File: src/rtl/core/fenwick_tree_engine_unit_assert.svh
// Assertion macros of the Fenwick tree engine RTL, used by fte_ctrl.
// Define ASSERT_OFF to compile every check away; no other dependencies.
`ifndef FENWICK_TREE_ENGINE_UNIT_ASSERT_SVH
`define FENWICK_TREE_ENGINE_UNIT_ASSERT_SVH
`ifndef ASSERT_OFF
// Clocked check that is ignored while reset is asserted.
`define FTE_ASSERT(lbl, clk, rst_n, prop, msg) \
  lbl: assert property (@(posedge clk) disable iff (!rst_n) prop) else $error(msg);
// Clocked check that also covers the reset cycles.
`define FTE_ASSERT_NR(lbl, clk, prop, msg) \
  lbl: assert property (@(posedge clk) prop) else $error(msg);
`else
`define FTE_ASSERT(lbl, clk, rst_n, prop, msg)
`define FTE_ASSERT_NR(lbl, clk, prop, msg)
`endif
`endif

File: src/rtl/core/fte_pkg.sv
// Shared types and constants of the Fenwick tree engine.
// No dependencies; the interfaces, top level, controller and datapath import it.
package fte_pkg;

  // Fixed field widths.
  localparam int KIND_W = 2;
  localparam int POS_W  = 10;
  localparam int DATA_W = 32;
  localparam int USED_W = 11;

  // Active size after reset.
  localparam logic [USED_W-1:0] USED_RESET = 11'd1024;

  // Operation codes.
  localparam logic [KIND_W-1:0] KIND_ADD    = 2'd0;
  localparam logic [KIND_W-1:0] KIND_SUM    = 2'd1;
  localparam logic [KIND_W-1:0] KIND_SEARCH = 2'd2;

  // Commands from the controller to the datapath.
  typedef struct packed {
    logic clr_step;  // write zero at the clear pointer and advance it
    logic load;      // capture an input beat and set up the walk
    logic add_wr;    // write back entry plus delta, climb to the parent
    logic pre_acc;   // fold entry into the range total, drop the low bit
    logic pre_next;  // start the second (subtracted) prefix walk
    logic rd_srch;   // read address comes from the search step
    logic srch_cmp;  // compare entry with the remaining target
    logic bit_dec;   // move the search to the next lower bit
    logic out_load;  // load the result register
  } fte_cmd_t;

  // Status from the datapath to the controller.
  typedef struct packed {
    logic clr_last;  // clear pointer is on the last entry
    logic add_go;    // add walk index still inside the active size
    logic pre_go;    // prefix walk index is not yet zero
    logic phase;     // second prefix walk is running
    logic srch_ok;   // search step lies inside the active size
    logic bit_zero;  // search is on its last bit
  } fte_stat_t;

endpackage

File: src/rtl/core/fte_ctrl.sv
// Controller of the Fenwick tree engine: sequences clear, add, range sum
// and search walks. Depends on fte_pkg and the assertion macro header.
`include "fenwick_tree_engine_unit_assert.svh"
module fte_ctrl (
  input  logic                        clk,
  input  logic                        rst_n,
  input  logic                        in_valid,
  input  logic [fte_pkg::KIND_W-1:0]  in_kind,
  output logic                        in_ready,
  output logic                        out_valid,
  input  logic                        out_ready,
  input  fte_pkg::fte_stat_t          stat,
  output fte_pkg::fte_cmd_t           cmd
);
  import fte_pkg::*;

  localparam logic [3:0] S_CLEAR    = 4'd0;
  localparam logic [3:0] S_IDLE     = 4'd1;
  localparam logic [3:0] S_ADD_RD   = 4'd2;
  localparam logic [3:0] S_ADD_WR   = 4'd3;
  localparam logic [3:0] S_PRE_RD   = 4'd4;
  localparam logic [3:0] S_PRE_ACC  = 4'd5;
  localparam logic [3:0] S_SRCH_RD  = 4'd6;
  localparam logic [3:0] S_SRCH_CMP = 4'd7;
  localparam logic [3:0] S_DONE     = 4'd8;

  logic [3:0] state_r, state_nxt;
  logic       out_valid_r, out_valid_nxt;

  // Next state and command decode.
  always_comb begin
    state_nxt = state_r;
    cmd       = '0;
    in_ready  = 1'b0;
    unique case (state_r)
      S_CLEAR: begin
        cmd.clr_step = 1'b1;
        if (stat.clr_last) state_nxt = S_IDLE;
      end
      S_IDLE: begin
        in_ready = 1'b1;
        if (in_valid) begin
          cmd.load = 1'b1;
          case (in_kind)
            KIND_ADD:    state_nxt = S_ADD_RD;
            KIND_SUM:    state_nxt = S_PRE_RD;
            KIND_SEARCH: state_nxt = S_SRCH_RD;
            default:     state_nxt = S_IDLE;
          endcase
        end
      end
      S_ADD_RD: begin
        state_nxt = stat.add_go ? S_ADD_WR : S_IDLE;
      end
      S_ADD_WR: begin
        cmd.add_wr = 1'b1;
        state_nxt  = S_ADD_RD;
      end
      S_PRE_RD: begin
        if (stat.pre_go) begin
          state_nxt = S_PRE_ACC;
        end else if (!stat.phase) begin
          cmd.pre_next = 1'b1;
        end else begin
          state_nxt = S_DONE;
        end
      end
      S_PRE_ACC: begin
        cmd.pre_acc = 1'b1;
        state_nxt   = S_PRE_RD;
      end
      S_SRCH_RD: begin
        cmd.rd_srch = 1'b1;
        if (stat.srch_ok) begin
          state_nxt = S_SRCH_CMP;
        end else if (stat.bit_zero) begin
          state_nxt = S_DONE;
        end else begin
          cmd.bit_dec = 1'b1;
        end
      end
      S_SRCH_CMP: begin
        cmd.srch_cmp = 1'b1;
        if (stat.bit_zero) begin
          state_nxt = S_DONE;
        end else begin
          cmd.bit_dec = 1'b1;
          state_nxt   = S_SRCH_RD;
        end
      end
      S_DONE: begin
        if (!out_valid_r || out_ready) begin
          cmd.out_load = 1'b1;
          state_nxt    = S_IDLE;
        end
      end
      default: state_nxt = S_CLEAR;
    endcase
  end

  // The output slot fills on a load and empties when its beat is taken.
  always_comb begin
    out_valid_nxt = out_valid_r;
    if (cmd.out_load) begin
      out_valid_nxt = 1'b1;
    end else if (out_ready) begin
      out_valid_nxt = 1'b0;
    end
  end

  // State registers; reset starts the clearing pass.
  always_ff @(posedge clk) begin
    if (!rst_n) begin
      state_r     <= S_CLEAR;
      out_valid_r <= 1'b0;
    end else begin
      state_r     <= state_nxt;
      out_valid_r <= out_valid_nxt;
    end
  end

  assign out_valid = out_valid_r;

  // Reset always leads into the clearing pass with an empty output slot.
  `FTE_ASSERT_NR(a_reset_clear, clk, !rst_n |=> (state_r == S_CLEAR && !out_valid_r), "reset did not start the clearing pass")
  // A finished result waits while the output slot is still occupied.
  `FTE_ASSERT(a_done_hold, clk, rst_n, (state_r == S_DONE && out_valid_r && !out_ready) |=> (state_r == S_DONE), "result left before the output slot was free")
  // A result appears only at the end of a range sum or search.
  `FTE_ASSERT(a_out_src, clk, rst_n, $rose(out_valid_r) |-> ($past(state_r) == S_DONE), "result shown without a finished operation")

endmodule

File: config.mk
export PLATFORM = sky130hd
export DESIGN_NAME = fte_ctrl
export DESIGN_NICKNAME = d
export VERILOG_FILES = /design/src/rtl/core/fte_pkg.sv /design/src/rtl/core/fte_ctrl.sv
export VERILOG_INCLUDE_DIRS = /design/src /design/src/rtl/core
export SDC_FILE = /design/constraint.sdc
export NUM_CORES = 1
export LEC_CHECK = 0
export ABC_AREA = 1
export BUFFER_PORTS_ARGS = -buffer_cell sky130_fd_sc_hd__buf_2
export CAP_MARGIN = 20
export CORE_AREA = 2 2 39 41
export DETAILED_ROUTE_END_ITERATION = 10
export DIE_AREA = 0 0 41 43
export PLACE_DENSITY = 0.75
export SYNTH_ARGS = -nofsm -noshare
export SYNTH_HDL_FRONTEND = slang
export SYNTH_SLANG_ARGS = --single-unit
File: constraint.sdc
create_clock -name clk -period 3.2 [get_ports clk]
set_input_delay 0.16 -clock clk [delete_from_list [all_inputs] [get_ports clk]]
set_output_delay 0.16 -clock clk [all_outputs]
set_load 0.01 [all_outputs]
==> results of run 1 <==
-- registers in the layout (all words and copies together) (netlist names) --
register / flops
out_valid: 1
state_r: 4
-- cell usage in the layout, fill, tap and decap left out, types with 4 or more instances in the layout --
cell type	instances
nor2_2	5
nand3_1	9
dfxtp_1	5
inv_1	18
a21oi_1	4
buf_2	22
inv_2	6
nor2_1	12
nand2_1	23
-- worst reg2reg max path, cell delays in order, from the launching register on --
cell,delay [ns]
dfxtp_1,0.43
inv_2,0.07
nor2_2,0.17
nand3_1,0.20
nand3_1,0.14
nor2_2,0.06
nand2_1,0.06
a21oi_1,0.05
-- worst max path at each step --
stage	startpoint	to	slack [ns]	cells past startpoint
5_1_grt	state_r[1]	cmd[1]	1.60	5
6_report	state_r[1]	cmd[1]	1.69	5
3_3_place_gp	state_r[2]	state_r[2]	1.93	7
4_1_cts	state_r[1]	cmd[1]	1.69	5
3_5_place_dp	state_r[1]	state_r[3]	1.90	7
2_1_floorplan	state_r[2]	state_r[1]	2.08	7
-- cell families (layout without fill, tap and decap cells) --
kind of cell             after synthesis  in the layout  share of synthesized area
AND/OR/NAND/NOR                       57             57                      0.510
buffers and inverters                 25             50                      0.178
adder cells (fa/ha/maj)                3              3                     0.0687
flip-flops                             5              5                      0.183
AO/OA/AOI/OAI                          6              6                     0.0595
-- area by class of cell --
class / count / area (sq um)
well taps: 16 / 20.0
flip-flops and latches: 5 / 100
repair buffers: 22 / 110
clock buffers: 4 / 26.3
multi-input cells: 66 / 349
fillers: 156 / 688
inverters: 24 / 90.1
-- power by group --
group,switching (mW),internal (mW)
Combinational,0.0823,0.0473
Clock,0.0263,0.0472
Sequential,0.0105,0.0697
-- layer usage --
metal | share of wire | wire length (um)
met1 | 0.47 | 545
met2 | 0.46 | 534
met3 | 0.047 | 54
met4 | 0.019 | 22
met5 | 0 | 0
-- metrics by stage --
stage               instance area (sq um)  hold WS (ns)  std cells   util  power [mW]
floorplan                             547         0.333         96      -       0.174
global placement                      669         0.442        133  0.484       0.209
detailed placement                    669         0.468        133  0.484       0.211
CTS                                   696         0.211        137  0.503       0.287
global route                          696         0.239        137  0.503       0.312
finish                                696         0.212        137  0.503       0.283
==> run_results.csv, run 1 <==
group,metric,value,unit
run_status,status,"completed",
finish,antenna_cells,0,
sta,fin_ws,1.69,ns
critical_path,cp.required,3.04,ns
min_path,hold_end,"out_valid",
sta,maxSlewHeadroom,0.797,
sta,rsz0062_at_grt,"no",
detailed_routing,first_pass_iters,3,
global_routing,grt_max_degree,10,
global_routing,grt_usage,0.150,
synth,synthTopCellsByArea,"dfxtp_1, nand2_1, inv_1",
clock_tree,path_clk_slew,0.05,ns
sta,max_freq,0.664,GHz
clock_tree,cts.sinks,5,
min_path,min_path_cells,3,
min_path,hold_path_class,"in -> reg",
critical_path,ff2ff_setup_slack,1.89,ns
global_routing,grt_util_met3,0.0314,
synth,ys_seq_elements,5,
synth,ys_warn_count,0,
sta,clock_skew,0.00577,ns
synth,synth_commonest_cells,"nand2_1, inv_1, nor2_1",
global_routing,gr-usage-met1,0.213,
synth,syn-instance-count,96,
power_and_ir_drop,ir_drop,0.269,mV
floorplan,die-height,43,um
synth,ys_async_sr_fraction,0,
synth,syn_nets,111,
critical_path,reg2reg_depth,7,
synth,synth_area_leader_cell,"dfxtp_1",
detailed_routing,ant_nets,0,
critical_path,setup.worst_path.start_class,"flip-flop",
place,portBuffers,22,
synth,postSynthAreaPerCell,5.70,sq um
finish,layout-drive-gt1-share,0.339,
floorplan,start_util,0.395,
synth,synthesis.area,547,sq um
sta,worst_pin_slew,0.304,ns
floorplan,chipWidth,41,um
min_path,min-delay-start,"rst_n",
detailed_routing,wl_per_cell,8.44,um
global_routing,grt_pass1_wl,1840,um
critical_path,cp_slowest_cell,"dfxtp_1",
clock_tree,cts_hold_buf,0,
synth,synth_cell_types,17,
flow_run,drv_cap,0,
floorplan,die_area,1760,sq um
sta,tns,0,ns
detailed_routing,route.detailed.drc,0,
sta,setup_viol,0,
place,gp_congestion,0.793,
critical_path,arrival,1.35,ns
sta,final_max_slew_viol_count,0,
global_routing,globalRouteOverflowTotal,0,
floorplan,io_pins,23,
clock_tree,cts_root_buf,"clkbuf_4",
clock_tree,postCtsSetupBuffers,0,
clock_tree,post_cts_resized,0,
global_routing,grt-busiest-layer,"met1",
clock_tree,cts_tree,"built",
detailed_routing,drt_iter0_drc,8,
synth,synth.most_common_cell,"nand2_1",
finish,fin_nets,137,
clock_tree,htreeDepth,1,
clock_tree,insertion_delay,0.25,ns
critical_path,crit_buf_inv,2,
critical_path,crit_chain,"inv_2 > nor2_2 > nand3_1 > nand2_1 > buf_2",
sta,hold_violations,0,
critical_path,crit_type,"reg -> out",
floorplan,rows,14,
detailed_routing,vias_per_cell,4.49,
global_routing,gr-usage-met2,0.213,
synth,synth_ff_type,"dfxtp_1",
synth,yosys.area.top_type_share,0.183,
critical_path,reg2reg_from,"state_r[1]",
power_and_ir_drop,powerDensity,407,nW/um^2
place,dp_hpwl,980,um
critical_path,rr_endpoint,"state_r[3]",
clock_tree,cts.path.max_buffers,2,
clock_tree,cts_buffers,3,
global_routing,grt_pass1_vias,475,
floorplan,core,1380,sq um
global_routing,antenna_found_initial,0,
synth,synth_edf_count,0,
detailed_routing,vias,615,
critical_path,endpoint_kind,"primary output",
critical_path,max_stage_delay,0.43,ns
synth,ys_seq_area_frac,0.183,
sta,period_minus_slack,1.51,ns
place,place_ws,1.90,ns
detailed_routing,routed_wl,1160,um
critical_path,cp_top_family,"simple AND/OR/NAND/NOR gates",
sta,finalCritPeriodShare,0.471,
power_and_ir_drop,leakage,0.435,nW
finish,syn_to_final_growth,27.2,%
critical_path,crit_fanout,5,
No activity file was read; power rests on OpenSTA's default activity.
==> run 2: changes to the inputs <==
Settings changed: CORE_AREA 2 2 39 41 to unset, CORE_MARGIN set to 2, CORE_UTILIZATION set to 41, DIE_AREA 0 0 41 43 to unset, PLACE_DENSITY 0.75 to 0.78.
Clock period 3.2 ns to 1.3 ns, I/O delays scaled along.
==> run 2 against run 1 <==
Clock power up 140%. Via count up 5.5%. Sequential power rose to 2.7 times the previous value. Worst hold slack worse by 0.10 ns. Critical path type unchanged. Clock skew down 0.0037 ns. First-iteration DRC count up 38%. Register-to-register slack worse by 1.8 ns. Highest routed layer unchanged. Critical path depth unchanged. Sequential share of layout area up 1.0 points. Largest cell class unchanged. Core utilization up 8.7 points.
==> run_results.csv, run 2 (synthesis gave the netlist of run 1 again) <==
group,metric,value,unit
global_routing,grt_pass1_wl,1900,um
critical_path,reg2reg_from,"state_r[2]",
clock_tree,cts_tree,"built",
global_routing,antenna_found_initial,0,
detailed_routing,wl_per_cell,9.84,um
sta,final_max_slew_viol_count,0,
critical_path,rr_endpoint,"state_r[3]",
finish,layout-drive-gt1-share,0.393,
global_routing,globalRouteOverflowTotal,0,
clock_tree,cts.path.max_buffers,2,
floorplan,core,1270,sq um
place,place_ws,-0.0176,ns
power_and_ir_drop,ir_drop,0.522,mV
sta,maxSlewHeadroom,0.855,
detailed_routing,route.detailed.drc,0,
place,portBuffers,22,
global_routing,grt_pass1_vias,501,
power_and_ir_drop,powerDensity,988,nW/um^2
place,gp_congestion,0.876,
critical_path,crit_fanout,5,
place,dp_hpwl,1070,um
critical_path,reg2reg_depth,7,
run_status,status,"completed",
finish,largest_register,"state_r",
finish,layout_common_cells,"nand2_1, buf_2, inv_1, nor2_1, nand3_1",
sta,period_minus_slack,1.24,ns
sta,tns,0,ns
finish,final_common_cell,"nand2_1",
floorplan,start_util,0.431,
power_and_ir_drop,leakage,0.446,nW
detailed_routing,vias,649,
finish,antenna_cells,0,
min_path,min_path_cells,3,
floorplan,rows,13,
sta,max_freq,0.804,GHz
clock_tree,postCtsSetupBuffers,0,
sta,fin_ws,0.0556,ns
critical_path,crit_type,"reg -> out",
floorplan,chipWidth,40.5,um
finish,fin_nets,138,
finish,register_area,115,sq um
clock_tree,insertion_delay,0.24,ns
finish,syn_to_final_growth,36.8,%
global_routing,grt_usage,0.171,
floorplan,die-height,40.5,um
finish,multi_input_area,388,sq um
critical_path,setup.worst_path.start_class,"flip-flop",
sta,worst_pin_slew,0.218,ns
critical_path,ff2ff_setup_slack,0.09,ns
clock_tree,cts_buffers,3,
detailed_routing,ant_nets,0,
min_path,min-delay-start,"rst_n",
finish,largest_reg_flops,4,
sta,hold_violations,0,
detailed_routing,vias_per_cell,4.74,
sta,setup_viol,0,
detailed_routing,first_pass_iters,4,
clock_tree,path_clk_slew,0.04,ns
critical_path,arrival,1.18,ns
power_and_ir_drop,power,0.739,mW
global_routing,grt_max_degree,9,
sta,finalCritPeriodShare,0.957,
critical_path,cp.required,1.24,ns
floorplan,die_area,1640,sq um
detailed_routing,routed_wl,1350,um
clock_tree,cts.sinks,5,
critical_path,endpoint_kind,"primary output",
finish,fillers,138,
min_path,hold_end,"state_r[2]",
clock_tree,htreeDepth,1,
sta,clock_skew,0.00210,ns
clock_tree,cts_root_buf,"clkbuf_4",
flow_run,drv_cap,0,
detailed_routing,drt_iter0_drc,11,
sta,rsz0062_at_grt,"yes",
finish,utilization,0.590,
min_path,hold_path_class,"in -> reg",
floorplan,io_pins,23,
==> run 2: changes by cell type in the layout (fill, tap and decap cells not counted) <==
cell | previous run | this run
dfxtp_1 | 5 | 1
nor2_2 | 5 | 3
nor3_2 | 0 | 1
nor2_4 | 2 | 5
nor3_1 | 1 | 0
dfxtp_4 | 0 | 4
nand3_1 | 9 | 8
nand3_4 | 0 | 1
==> run 2: power breakdown <==
part / internal (mW) / switching [mW]
Clock: 0.116 / 0.0609
Sequential: 0.177 / 0.0372
Combinational: 0.127 / 0.221
==> run 2: layer usage <==
layer / GRT usage / part of all wire / routed length, um
met2: 0.298 / 0.50 / 668
met3: 0.0333 / 0.053 / 71
met5: 0 / 0 / 0
met4: 0.0833 / 0.0059 / 8
met1: 0.197 / 0.45 / 600
==> run 2: worst max path at each step <==
stage / slack (ns) / end / cells past startpoint / startpoint
2_1_floorplan: 0.18 / state_r[1] / 7 / state_r[2]
3_3_place_gp: 0.03 / state_r[3] / 7 / state_r[2]
3_5_place_dp: -0.02 / state_r[3] / 7 / state_r[1]
4_1_cts: 0.00004 / cmd[8] / 4 / state_r[0]
5_1_grt: -0.01 / cmd[7] / 5 / state_r[0]
6_report: 0.06 / cmd[1] / 5 / state_r[2]
==> run 2: worst max-delay path, cell delays in order (launching register included) <==
cell and delay [ns]:
dfxtp_4 0.36, inv_2 0.06, nor2_4 0.19, nand3_4 0.12, nand2_1 0.08, buf_2 0.12
==> run 2: area by class of cell <==
class / instances / area share
Sequential cell: 5 / 0.154
Inverter: 24 / 0.120
Multi-Input combinational cell: 67 / 0.518
Timing Repair Buffer: 22 / 0.147
Tap cell: 15 / 0.0251
Clock buffer: 4 / 0.0351
==> run 2: per-stage QoR <==
step	std cells	hold WS, ns	area [sq um]
after floorplan	96	0.238	547
after global placement	132	0.354	668
after detailed placement	132	0.366	668
after CTS	137	0.115	708
after global routing	137	0.148	748
final	137	0.111	748
==> run 2: what timing repair did <==
| action | in CTS | in global routing |
|---|---|---|
| resized for setup | 3 | 11 |
| hold endpoints to repair | 0 | 0 |
| hold buffers | 0 | 0 |
| gates cloned | 1 | 0 |
| setup endpoints to repair | 6 | 12 |
| pin swaps | 1 | 3 |
==> run 3: changes to the inputs <==
Settings changed: CORE_UTILIZATION 41 to 40, PLACE_DENSITY 0.78 to 0.76.
==> run 3 against run 2 <==
Clock-buffer cell count is the same. Sequential cell count did not move. Worst hold slack worse by 0.00067 ns. Register-to-register slack is essentially flat. First-iteration DRC count grew 45%. Setup slack gained 0.0026 ns. Final cell count rose by 1.5%. Global-route usage increased by 0.28 points.
==> run_results.csv, run 3 (synthesis gave the netlist of run 1 again) <==
group,metric,value,unit
critical_path,cp.required,1.24,ns
sta,rsz0062_at_grt,"yes",
finish,layout-drive-gt1-share,0.419,
finish,register_area,115,sq um
sta,hold_violations,0,
global_routing,grt_max_degree,9,
floorplan,core,1280,sq um
finish,multi_input_area,399,sq um
floorplan,chipWidth,41.0,um
detailed_routing,first_pass_iters,4,
sta,final_max_slew_viol_count,0,
sta,clock_skew,0.0000648,ns
finish,largest_register,"state_r",
detailed_routing,drt_iter0_drc,16,
power_and_ir_drop,ir_drop,0.551,mV
place,gp_congestion,0.811,
floorplan,die_area,1680,sq um
global_routing,grt_pass1_wl,1940,um
detailed_routing,ant_nets,0,
clock_tree,htreeDepth,1,
global_routing,globalRouteOverflowTotal,0,
place,dp_hpwl,996,um
finish,antenna_cells,0,
clock_tree,cts.sinks,5,
sta,setup_viol,0,
detailed_routing,vias_per_cell,4.69,
floorplan,rows,13,
floorplan,start_util,0.426,
finish,syn_to_final_growth,42.8,%
power_and_ir_drop,power,0.752,mW
finish,fillers,139,
clock_tree,path_clk_slew,0.04,ns
sta,finalCritPeriodShare,0.955,
critical_path,arrival,1.18,ns
sta,fin_ws,0.0582,ns
finish,layout_common_cells,"nand2_1, buf_2, inv_1, nor2_1, nand3_1",
global_routing,grt_usage,0.174,
finish,largest_reg_flops,4,
clock_tree,cts_tree,"built",
place,portBuffers,22,
critical_path,endpoint_kind,"primary output",
sta,period_minus_slack,1.24,ns
power_and_ir_drop,leakage,0.461,nW
critical_path,crit_type,"reg -> out",
floorplan,die-height,41.0,um
global_routing,grt_pass1_vias,492,
sta,worst_pin_slew,0.215,ns
flow_run,drv_cap,0,
clock_tree,insertion_delay,0.23,ns
power_and_ir_drop,powerDensity,964,nW/um^2
detailed_routing,vias,652,
sta,maxSlewHeadroom,0.856,
clock_tree,cts.path.max_buffers,2,
detailed_routing,route.detailed.drc,0,
sta,max_freq,0.805,GHz
detailed_routing,routed_wl,1220,um
clock_tree,cts_buffers,3,
critical_path,crit_fanout,5,
floorplan,io_pins,23,
clock_tree,cts_root_buf,"clkbuf_4",
finish,utilization,0.608,
place,dp_cells,132,
run_status,status,"completed",
global_routing,antenna_found_initial,0,
finish,final_cell_count_no_fill,139,
critical_path,setup.worst_path.start_class,"flip-flop",
place,place_ws,-0.0100,ns
min_path,hold_path_class,"in -> reg",
detailed_routing,wl_per_cell,8.74,um
finish,final_common_cell,"nand2_1",
finish,fin_nets,140,
run 3: cell count changes in the layout (fill, tap and decap cells not counted):
cell     before  now
buf_4         0    1
buf_6         0    1
inv_2         6    5
inv_4         0    1
nor2_1       12   11
nor2_4        5    6
o21ai_1       1    0
o21ai_2       0    1
run 3: what timing repair did:
action	in CTS	in global routing
pin swaps	1	3
cloned	1	0
resized for setup	5	14
endpoints found under the setup margin	7	11
hold buffers	0	0
setup buffers	1	1
run 3: cell type report:
| cell class | count | area share |
|---|---|---|
| clock buffer | 4 | 0.0337 |
| inverter | 24 | 0.119 |
| multi-input combinational | 67 | 0.511 |
| sequential | 5 | 0.147 |
| tap | 15 | 0.0240 |
| timing repair buffer | 24 | 0.165 |
run 3: through the flow:
step	hold slack (ns)	area, sq um	setup TNS (ns)
2_1_floorplan	0.238	547	0
3_3_place_gp	0.348	668	0
3_5_place_dp	0.360	668	-0.0100
4_1_cts	0.113	722	0
5_1_grt	0.127	781	-0.00918
6_report	0.110	781	0
run 3: final timing paths:
| path | startpoint | end | slack, ns | depth (start not counted) |
|---|---|---|---|---|
| worst min register to register | out_valid | out_valid | 0.60 | 4 |
| worst max register to register | state_r[2] | state_r[3] | 0.10 | 9 |
| worst min-delay path | rst_n | out_valid | 0.11 | 3 |
| worst max-delay path | state_r[2] | cmd[4] | 0.06 | 6 |
run 3: where the power goes:
group / switching, mW / internal [mW]
Clock: 0.0560 / 0.116
Combinational: 0.224 / 0.140
Sequential: 0.0397 / 0.177
Total: 0.320 / 0.433
run 3: worst max-delay path: stages (launching register included):
cell     delay (ns)
dfxtp_4        0.37
inv_4          0.05
nor2_4         0.16
buf_6          0.13
nand3_4        0.06
inv_1          0.06
buf_2          0.12
run 3: routing by layer:
metal,track usage,vias to the layer above,part of all wire
li1,-,346,-
met3,0.0326,2,0.040
met1,0.219,290,0.46
met5,0,-,0
met4,0.0750,0,0.0041
met2,0.285,14,0.49
